`src/design/utf32_to_utf8_encoder_macros.svh`:
```
// assertion helpers for the utf-8 encoder
`ifndef UTF32_TO_UTF8_ENCODER_MACROS_SVH
`define UTF32_TO_UTF8_ENCODER_MACROS_SVH

`ifndef NO_ASSERTIONS
// check that is skipped while reset is applied
`define U8E_ASSERT(lbl, clk, rst_n, prop) \
    lbl: assert property (@(posedge clk) disable iff (!rst_n) prop) \
        else $error("u8enc check failed");
// check that also holds across reset
`define U8E_ASSERT_ALWAYS(lbl, clk, prop) \
    lbl: assert property (@(posedge clk) prop) \
        else $error("u8enc check failed");
`else
`define U8E_ASSERT(lbl, clk, rst_n, prop)
`define U8E_ASSERT_ALWAYS(lbl, clk, prop)
`endif

`endif

```
`src/design/u8enc_pkg.sv`:
```
`default_nettype none

package u8enc_pkg;

    // field widths
    localparam int CP_W        = 32;
    localparam int BYTE_W      = 8;
    localparam int MAX_CP_W    = 21;
    localparam int CFG_IDX_W   = 2;
    localparam int CFG_DATA_W  = 32;

    // configuration register indexes
    typedef enum logic [CFG_IDX_W-1:0] {
        CFG_ESCAPE_BASE    = 2'd0,
        CFG_MAX_CODE_POINT = 2'd1
    } t_cfg_reg;

    // register reset values
    localparam logic [CP_W-1:0]     ESCAPE_BASE_RST = 32'h0000_DC00;
    localparam logic [MAX_CP_W-1:0] MAX_CP_RST      = 21'h10_FFFF;

    // utf-8 marker bytes
    localparam logic [BYTE_W-1:0] LEAD2     = 8'hC0;
    localparam logic [BYTE_W-1:0] LEAD3     = 8'hE0;
    localparam logic [BYTE_W-1:0] LEAD4     = 8'hF0;
    localparam logic [BYTE_W-1:0] CONT_MARK = 8'h80;

endpackage

`default_nettype wire

```
`src/design/u8enc_ifs.sv`:
```
`default_nettype none

// code point channel
interface u8enc_cp_if;
    logic                         valid;
    logic                         ready;
    logic [u8enc_pkg::CP_W-1:0]   code_point;

    modport source (output valid, output code_point, input ready);
    modport sink   (input valid, input code_point, output ready);
endinterface

// byte result channel
interface u8enc_byte_if;
    logic                         valid;
    logic                         ready;
    logic [u8enc_pkg::BYTE_W-1:0] out_byte;
    logic                         last_of_run;
    logic                         is_escape;

    modport source (output valid, output out_byte, output last_of_run,
                    output is_escape, input ready);
    modport sink   (input valid, input out_byte, input last_of_run,
                    input is_escape, output ready);
endinterface

// register write channel
interface u8enc_cfg_if;
    logic                             valid;
    logic                             ready;
    logic [u8enc_pkg::CFG_IDX_W-1:0]  index;
    logic [u8enc_pkg::CFG_DATA_W-1:0] data;

    modport source (output valid, output index, output data, input ready);
    modport sink   (input valid, input index, input data, output ready);
endinterface

`default_nettype wire

```
`src/design/utf32_to_utf8_encoder.sv`:
```
// channel   dir  payload                               item
// i_cp      in   code_point[31:0]                      one code point
// o_byte    out  out_byte[7:0], last_of_run, is_escape one output byte
// i_cfg     in   index[1:0], data[31:0]                one register write
//
// An accepted code point waits in the input register, is encoded into a
// four byte buffer, then leaves one byte per cycle from that buffer while
// o_byte.ready is high. An item takes 1 to 4 bytes of output bandwidth, set
// by its byte count; the byte buffer is the limit. Points that give no byte
// leave the input register without entering the buffer. i_rst_n clears the
// pipe and loads the register defaults; o_byte stalls hold the buffer and,
// once the input register also holds a point that gives bytes, drop i_cp.ready.
`default_nettype none

`include "utf32_to_utf8_encoder_macros.svh"

module utf32_to_utf8_encoder (
    input  wire logic    i_clk,
    input  wire logic    i_rst_n,
    u8enc_cp_if.sink     i_cp,
    u8enc_byte_if.source o_byte,
    u8enc_cfg_if.sink    i_cfg
);

    localparam int CPW = u8enc_pkg::CP_W;
    localparam int BW  = u8enc_pkg::BYTE_W;

    // configuration registers
    logic [CPW-1:0]                 r_base;
    logic [u8enc_pkg::MAX_CP_W-1:0] r_max;

    // input register
    logic           r_in_vld;
    logic [CPW-1:0] r_cp;

    // byte buffer
    logic          r_buf_vld;
    logic [BW-1:0] r_bytes [4];
    logic [1:0]    r_lenm1;
    logic [1:0]    r_idx;
    logic          r_esc;

    // encoder outputs
    logic [CPW:0]  w_diff;
    logic          w_in_win;
    logic          w_empty;
    logic [BW-1:0] n_bytes [4];
    logic [1:0]    n_lenm1;

    // handshake terms
    logic w_out_take;
    logic w_last;
    logic w_buf_free;
    logic w_st1_go;
    logic w_in_take;
    logic w_cfg_take;

    // config writes, always accepted
    assign i_cfg.ready = 1'b1;
    assign w_cfg_take  = i_cfg.valid;

    always_ff @(posedge i_clk) begin
        if (!i_rst_n) begin
            r_base <= u8enc_pkg::ESCAPE_BASE_RST;
            r_max  <= u8enc_pkg::MAX_CP_RST;
        end else if (w_cfg_take) begin
            case (i_cfg.index)
                u8enc_pkg::CFG_ESCAPE_BASE:    r_base <= i_cfg.data;
                u8enc_pkg::CFG_MAX_CODE_POINT: r_max  <= i_cfg.data[u8enc_pkg::MAX_CP_W-1:0];
                default:                       ;
            endcase
        end
    end

    // escape window test, clipped at the top of the 32-bit range
    assign w_diff   = {1'b0, r_cp} - {1'b0, r_base};
    assign w_in_win = !w_diff[CPW] && (w_diff[CPW-1:BW] == '0);

    // utf-8 encode of the registered point, or escape offset, or no byte
    always_comb begin
        n_bytes[0] = r_cp[BW-1:0];
        n_bytes[1] = '0;
        n_bytes[2] = '0;
        n_bytes[3] = '0;
        n_lenm1    = 2'd0;
        w_empty    = 1'b0;
        if (w_in_win) begin
            n_bytes[0] = w_diff[BW-1:0];
        end else if (r_cp[CPW-1:7] == '0) begin
            n_bytes[0] = {1'b0, r_cp[6:0]};
        end else if (r_cp[CPW-1:11] == '0) begin
            n_bytes[0] = u8enc_pkg::LEAD2 | {3'b000, r_cp[10:6]};
            n_bytes[1] = u8enc_pkg::CONT_MARK | {2'b00, r_cp[5:0]};
            n_lenm1    = 2'd1;
        end else if (r_cp[CPW-1:16] == '0) begin
            n_bytes[0] = u8enc_pkg::LEAD3 | {4'b0000, r_cp[15:12]};
            n_bytes[1] = u8enc_pkg::CONT_MARK | {2'b00, r_cp[11:6]};
            n_bytes[2] = u8enc_pkg::CONT_MARK | {2'b00, r_cp[5:0]};
            n_lenm1    = 2'd2;
        end else if (r_cp <= {{(CPW - u8enc_pkg::MAX_CP_W){1'b0}}, r_max}) begin
            n_bytes[0] = u8enc_pkg::LEAD4 | {5'b00000, r_cp[20:18]};
            n_bytes[1] = u8enc_pkg::CONT_MARK | {2'b00, r_cp[17:12]};
            n_bytes[2] = u8enc_pkg::CONT_MARK | {2'b00, r_cp[11:6]};
            n_bytes[3] = u8enc_pkg::CONT_MARK | {2'b00, r_cp[5:0]};
            n_lenm1    = 2'd3;
        end else begin
            w_empty    = 1'b1;
        end
    end

    // pipeline flow control
    assign w_out_take = r_buf_vld && o_byte.ready;
    assign w_last     = (r_idx == r_lenm1);
    assign w_buf_free = !r_buf_vld || (w_out_take && w_last);
    assign w_st1_go   = r_in_vld && (w_empty || w_buf_free);
    assign i_cp.ready = !r_in_vld || w_st1_go;
    assign w_in_take  = i_cp.valid && i_cp.ready;

    // input register control
    always_ff @(posedge i_clk) begin
        if (!i_rst_n) begin
            r_in_vld <= 1'b0;
        end else if (w_in_take) begin
            r_in_vld <= 1'b1;
        end else if (w_st1_go) begin
            r_in_vld <= 1'b0;
        end
    end

    always_ff @(posedge i_clk) begin
        if (w_in_take) begin
            r_cp <= i_cp.code_point;
        end
    end

    // byte buffer control
    always_ff @(posedge i_clk) begin
        if (!i_rst_n) begin
            r_buf_vld <= 1'b0;
            r_idx     <= 2'd0;
        end else if (w_st1_go && !w_empty) begin
            r_buf_vld <= 1'b1;
            r_idx     <= 2'd0;
        end else if (w_out_take) begin
            if (w_last) begin
                r_buf_vld <= 1'b0;
            end else begin
                r_idx <= r_idx + 2'd1;
            end
        end
    end

    // byte buffer payload
    always_ff @(posedge i_clk) begin
        if (w_st1_go && !w_empty) begin
            r_bytes <= n_bytes;
            r_lenm1 <= n_lenm1;
            r_esc   <= w_in_win;
        end
    end

    // result channel
    assign o_byte.valid       = r_buf_vld;
    assign o_byte.out_byte    = r_bytes[r_idx];
    assign o_byte.last_of_run = w_last;
    assign o_byte.is_escape   = r_esc;

    // checks
    `U8E_ASSERT_ALWAYS(a_rst_clears, i_clk, !i_rst_n |=> (!r_buf_vld && !r_in_vld))
    `U8E_ASSERT(a_idx_in_run, i_clk, i_rst_n, r_buf_vld |-> (r_idx <= r_lenm1))
    `U8E_ASSERT(a_esc_single, i_clk, i_rst_n, (r_buf_vld && r_esc) |-> (r_lenm1 == 2'd0))
    `U8E_ASSERT(a_run_continues, i_clk, i_rst_n, (w_out_take && !w_last) |=> (r_buf_vld && (r_idx == $past(r_idx) + 2'd1)))

endmodule

`default_nettype wire
```
`src/flat_wrapper.sv`:
```
// flat-port wrapper written by rule: the top's interface ports become plain ports
module utf32_to_utf8_encoder_flat 
  (i_clk, i_rst_n, i_cp_valid, i_cp_code_point, i_cp_ready, o_byte_valid, o_byte_out_byte, o_byte_last_of_run, o_byte_is_escape, o_byte_ready, i_cfg_valid, i_cfg_index, i_cfg_data, i_cfg_ready);
  u8enc_cp_if i_cp_i ();
  u8enc_byte_if o_byte_i ();
  u8enc_cfg_if i_cfg_i ();
  input  wire logic i_clk;
  input  wire logic i_rst_n;
  input wire logic [$bits(i_cp_i.valid)-1:0] i_cp_valid;
  input wire logic [$bits(i_cp_i.code_point)-1:0] i_cp_code_point;
  output wire logic [$bits(i_cp_i.ready)-1:0] i_cp_ready;
  output wire logic [$bits(o_byte_i.valid)-1:0] o_byte_valid;
  output wire logic [$bits(o_byte_i.out_byte)-1:0] o_byte_out_byte;
  output wire logic [$bits(o_byte_i.last_of_run)-1:0] o_byte_last_of_run;
  output wire logic [$bits(o_byte_i.is_escape)-1:0] o_byte_is_escape;
  input wire logic [$bits(o_byte_i.ready)-1:0] o_byte_ready;
  input wire logic [$bits(i_cfg_i.valid)-1:0] i_cfg_valid;
  input wire logic [$bits(i_cfg_i.index)-1:0] i_cfg_index;
  input wire logic [$bits(i_cfg_i.data)-1:0] i_cfg_data;
  output wire logic [$bits(i_cfg_i.ready)-1:0] i_cfg_ready;
  assign i_cp_i.valid = i_cp_valid;
  assign i_cp_i.code_point = i_cp_code_point;
  assign i_cp_ready = i_cp_i.ready;
  assign o_byte_valid = o_byte_i.valid;
  assign o_byte_out_byte = o_byte_i.out_byte;
  assign o_byte_last_of_run = o_byte_i.last_of_run;
  assign o_byte_is_escape = o_byte_i.is_escape;
  assign o_byte_i.ready = o_byte_ready;
  assign i_cfg_i.valid = i_cfg_valid;
  assign i_cfg_i.index = i_cfg_index;
  assign i_cfg_i.data = i_cfg_data;
  assign i_cfg_ready = i_cfg_i.ready;
  utf32_to_utf8_encoder u_core (.i_clk(i_clk), .i_rst_n(i_rst_n), .i_cp(i_cp_i), .o_byte(o_byte_i), .i_cfg(i_cfg_i));
endmodule
```
`config.mk`:
```
export PLATFORM = sky130hd
export DESIGN_NAME = utf32_to_utf8_encoder_flat
export DESIGN_NICKNAME = d
export VERILOG_FILES = /design/src/design/u8enc_pkg.sv /design/src/design/u8enc_ifs.sv /design/src/design/utf32_to_utf8_encoder.sv /design/src/flat_wrapper.sv
export VERILOG_INCLUDE_DIRS = /design/src /design/src/design
export SDC_FILE = /design/constraint.sdc
export NUM_CORES = 1
export LEC_CHECK = 0
export ABC_AREA = 1
export ABC_CLOCK_PERIOD_IN_PS = 5000
export BUFFER_PORTS_ARGS = -buffer_cell sky130_fd_sc_hd__buf_4
export CAP_MARGIN = 20
export CORE_MARGIN = 2
export CORE_UTILIZATION = 58
export DETAILED_ROUTE_END_ITERATION = 10
export PLACE_DENSITY = 0.88
export SETUP_SLACK_MARGIN = 0.4
export SLEW_MARGIN = 25
export SYNTH_ARGS = -nofsm -noshare
export SYNTH_HDL_FRONTEND = slang
export SYNTH_SLANG_ARGS = --single-unit
```
`constraint.sdc`:
```
create_clock -name i_clk -period 5 [get_ports i_clk]
set_input_delay 0.5 -clock i_clk [delete_from_list [all_inputs] [get_ports i_clk]]
set_output_delay 0.5 -clock i_clk [all_outputs]
set_load 0.05 [all_outputs]
```
==> impl_metrics.ini <==
[run_status]
outcome = complete, no violations

[timing]
skew_ps = 8.56
final-hold-violation-count = 0
finalCritPeriodShare_pct = 83.7
period_minus_slack_ps = 4180
setup_ws_ps = 817
slew_violations = 0
fin_tns_setup_ps = 0
rsz0062_at_grt = no
tightest_slew_ps = 718
finalSetupViolCount = 0
relSlewSlack_pct = 51.9
fmax_ghz = 0.239

[flow_run]
drv_cap = 0

[floorplan]
die_y_um = 124
die_w_um = 124
row_count = 43
initial_core_util_pct = 59.7
die-area_um2 = 15300
coreArea_um2 = 13900
ios = 84

[clock_tree]
cts_tree = yes
clk_pin_slew_ps = 60
cts_hold_buf = 0
cts_made_buffers = 17
cts_resized = 0
clk_latency_ps = 420
clock_sinks = 120
cts_max_level = 4
cts_root_buf = clkbuf_16
clockBufferDepth = 2
cts.repair_timing.setup_buffer_count = 0

[power_and_ir_drop]
peakVddDrop_v = 0.000382
p_leak_nw = 4.91
switchingPower_uw = 924
switching_share_pct = 30.6
p_seq_share_pct = 37.2
p_clk_share_pct = 40.3
combPwrFrac_pct = 22.5
powerDensity_nw_per_um2 = 312
cellInternalPower_mw = 2.10

[final_layout]
fin_cells = 1487
ff_latch_area_um2 = 3030
drive_above_1_share_pct = 11.7
fillers = 1107
nNetsFinal = 1419
final_cell_area_um2 = 9680
num_antenna_cells = 0
multi_input_area_um2 = 4300
syn_to_final_growth_pct = 16.4

[yosys]
synth-async-reset-ratio_pct = 0
ys_warn_count = 0
synth_top_area_share_pct = 22.8
syn_avg_cell_area_um2 = 6.86
yosysUniqueCellTypes = 39
syn_area_um2 = 8310
synth_top_area_cell = edfxtp_1
synth_seq_cells = 120
synth-edff-count = 63
ys_seq_area_share_pct = 36.5
synthFlopType = edfxtp_1
synth_cells = 1212
syn-num-nets = 1337
netlist_top_cells_area = edfxtp_1, nand2_1, dfxtp_1

[routing]
wl_met1_mm = 9.82
wl_per_cell_um = 15.6
dr_wl_met2_mm = 10.2
routed_wl_mm = 23.2
route.met3.wl_mm = 2.44
drcViolationCount = 0
top_layer = met4
first_iter_violations = 925
num_vias = 8193
viasPerCell = 5.51
ant_nets = 0
drt_first_pass_iters = 7

[global_routing]
grt_pass1_vias = 7589
grt_pass1_wl_mm = 37.2
grt_max_degree = 56
grt_util_all_layers_pct = 32.0
grt_antenna_before_repair = 0
grt_overflow = 0

[hold_path]
hold_class = in2reg

[setup_path]
cp_data_required_time_ps = 4500
end_kind = output pin
critPathLaunchType = flip-flop
crit_type = reg2out
cp_max_fo = 12
cp.arrival_ps = 3680

[placement]
port_buffers = 82
place.gp.congestion = 1.02
dp_hpwl_mm = 17.6
post-place-cells = 1455
place_area_um2 = 9090
post-place-ws_ps = 1270
## placed cells by master, fill, tap and decap left out, types with 5 or more instances in the layout
cell type / netlist / final
nand2_1: 353 / 353
inv_1: 233 / 233
nor2_1: 115 / 113
buf_4: 1 / 86
o21ai_0: 65 / 65
edfxtp_1: 63 / 63
a21oi_1: 62 / 62
dfxtp_1: 57 / 57
ha_1: 53 / 53
nand3_1: 52 / 52
o211ai_1: 27 / 27
nand4_1: 18 / 18
clkbuf_16: 0 / 17
nand3_2: 11 / 11
nor2_2: 8 / 10
nand2_2: 9 / 9
o22ai_1: 9 / 9
nor3_1: 7 / 7
xor2_1: 6 / 6
xnor2_1: 5 / 5
clkinv_1: 0 / 5
## Yosys cell counts, drive strengths merged, types with 18 or more instances
library cell	number
nand3	63
clkbuf	21
o211ai	27
nor2	123
ha	53
nand2	364
a21oi	64
dfxtp	57
nand4	18
inv	236
edfxtp	63
o21ai	68
## through the flow
stage	total power, mW	util [%]	hold slack (ps)
final	3.02	69.4	251
after global routing	3.16	69.4	240
after CTS	3.00	69.4	246
after detailed placement	1.80	65.2	455
after global placement	1.78	65.2	445
after floorplan	1.60	-	433
## per-layer routing
metal | up-vias | track usage [%]
met5 | - | 0
met4 | 0 | 12.3
met2 | 449 | 49.0
li1 | 4036 | -
met3 | 69 | 7.69
met1 | 3639 | 43.9
## layout make-up
type | count | share of cell area [%]
multi-input combinational | 833 | 44.5
sequential | 120 | 31.3
inverter | 236 | 9.16
tap | 180 | 2.33
clock inverter | 14 | 1.60
timing repair buffer | 86 | 6.67
clock buffer | 18 | 4.44
## worst paths after layout
check	start	endpoint	slack [ps]	depth (start not counted)
worst min register to register	u_core.r_base[29]	u_core.r_base[29]	460	2
worst max register to register	u_core.r_cp[0]	u_core.r_bytes[25]	1170	19
worst max-delay path	u_core.r_cp[0]	i_cp_ready	820	18
worst min-delay path	i_cp_code_point[29]	u_core.r_cp[29]	250	1
## flip-flops by register name, summed over array words and instances, names as in the netlist
register                 flops
u_core.r_lenm1               1
u_core.o_byte.is_escape      1
u_core.o_byte.valid          1
u_core.r_in_vld              1
u_core.r_idx                 2
u_core.r_cp                 32
u_core.r_max                21
u_core.r_bytes              29
u_core.r_base               32
## kinds of logic after synthesis
kind of cell | share of synthesized area, %
adders and majority gates | 8.22
and+or+nand+nor | 30.3
DFF | 36.5
xor gates and xnor gates | 1.16
AOI/OAI and AO/OA | 11.9
other | 0.0451
buffers and inverters | 11.8
## power groups by stage
stage,Clock (mW),Combinational (mW),Sequential [mW]
3_3_place_gp,0,0.643,1.14
3_5_place_dp,0,0.655,1.14
4_1_cts,1.22,0.667,1.12
6_report,1.22,0.679,1.12
5_1_grt,1.27,0.764,1.13
2_1_floorplan,0,0.475,1.12
## critical path, stage by stage (launching register included)
cell and delay (ps):
edfxtp_1 440, inv_1 130, ha_1 240, fa_1 410, inv_1 90, nand3_1 80
nand3_1 150, nand2_1 100, nand3_1 160, nand2_1 110, nand3_1 140, nand2_1 70
nor2_1 80, nand3_1 90, nor2_2 140, nand3_2 280, nand2_1 230, nand3_2 110
buf_4 210
No activity file was read; power rests on OpenSTA's default activity.
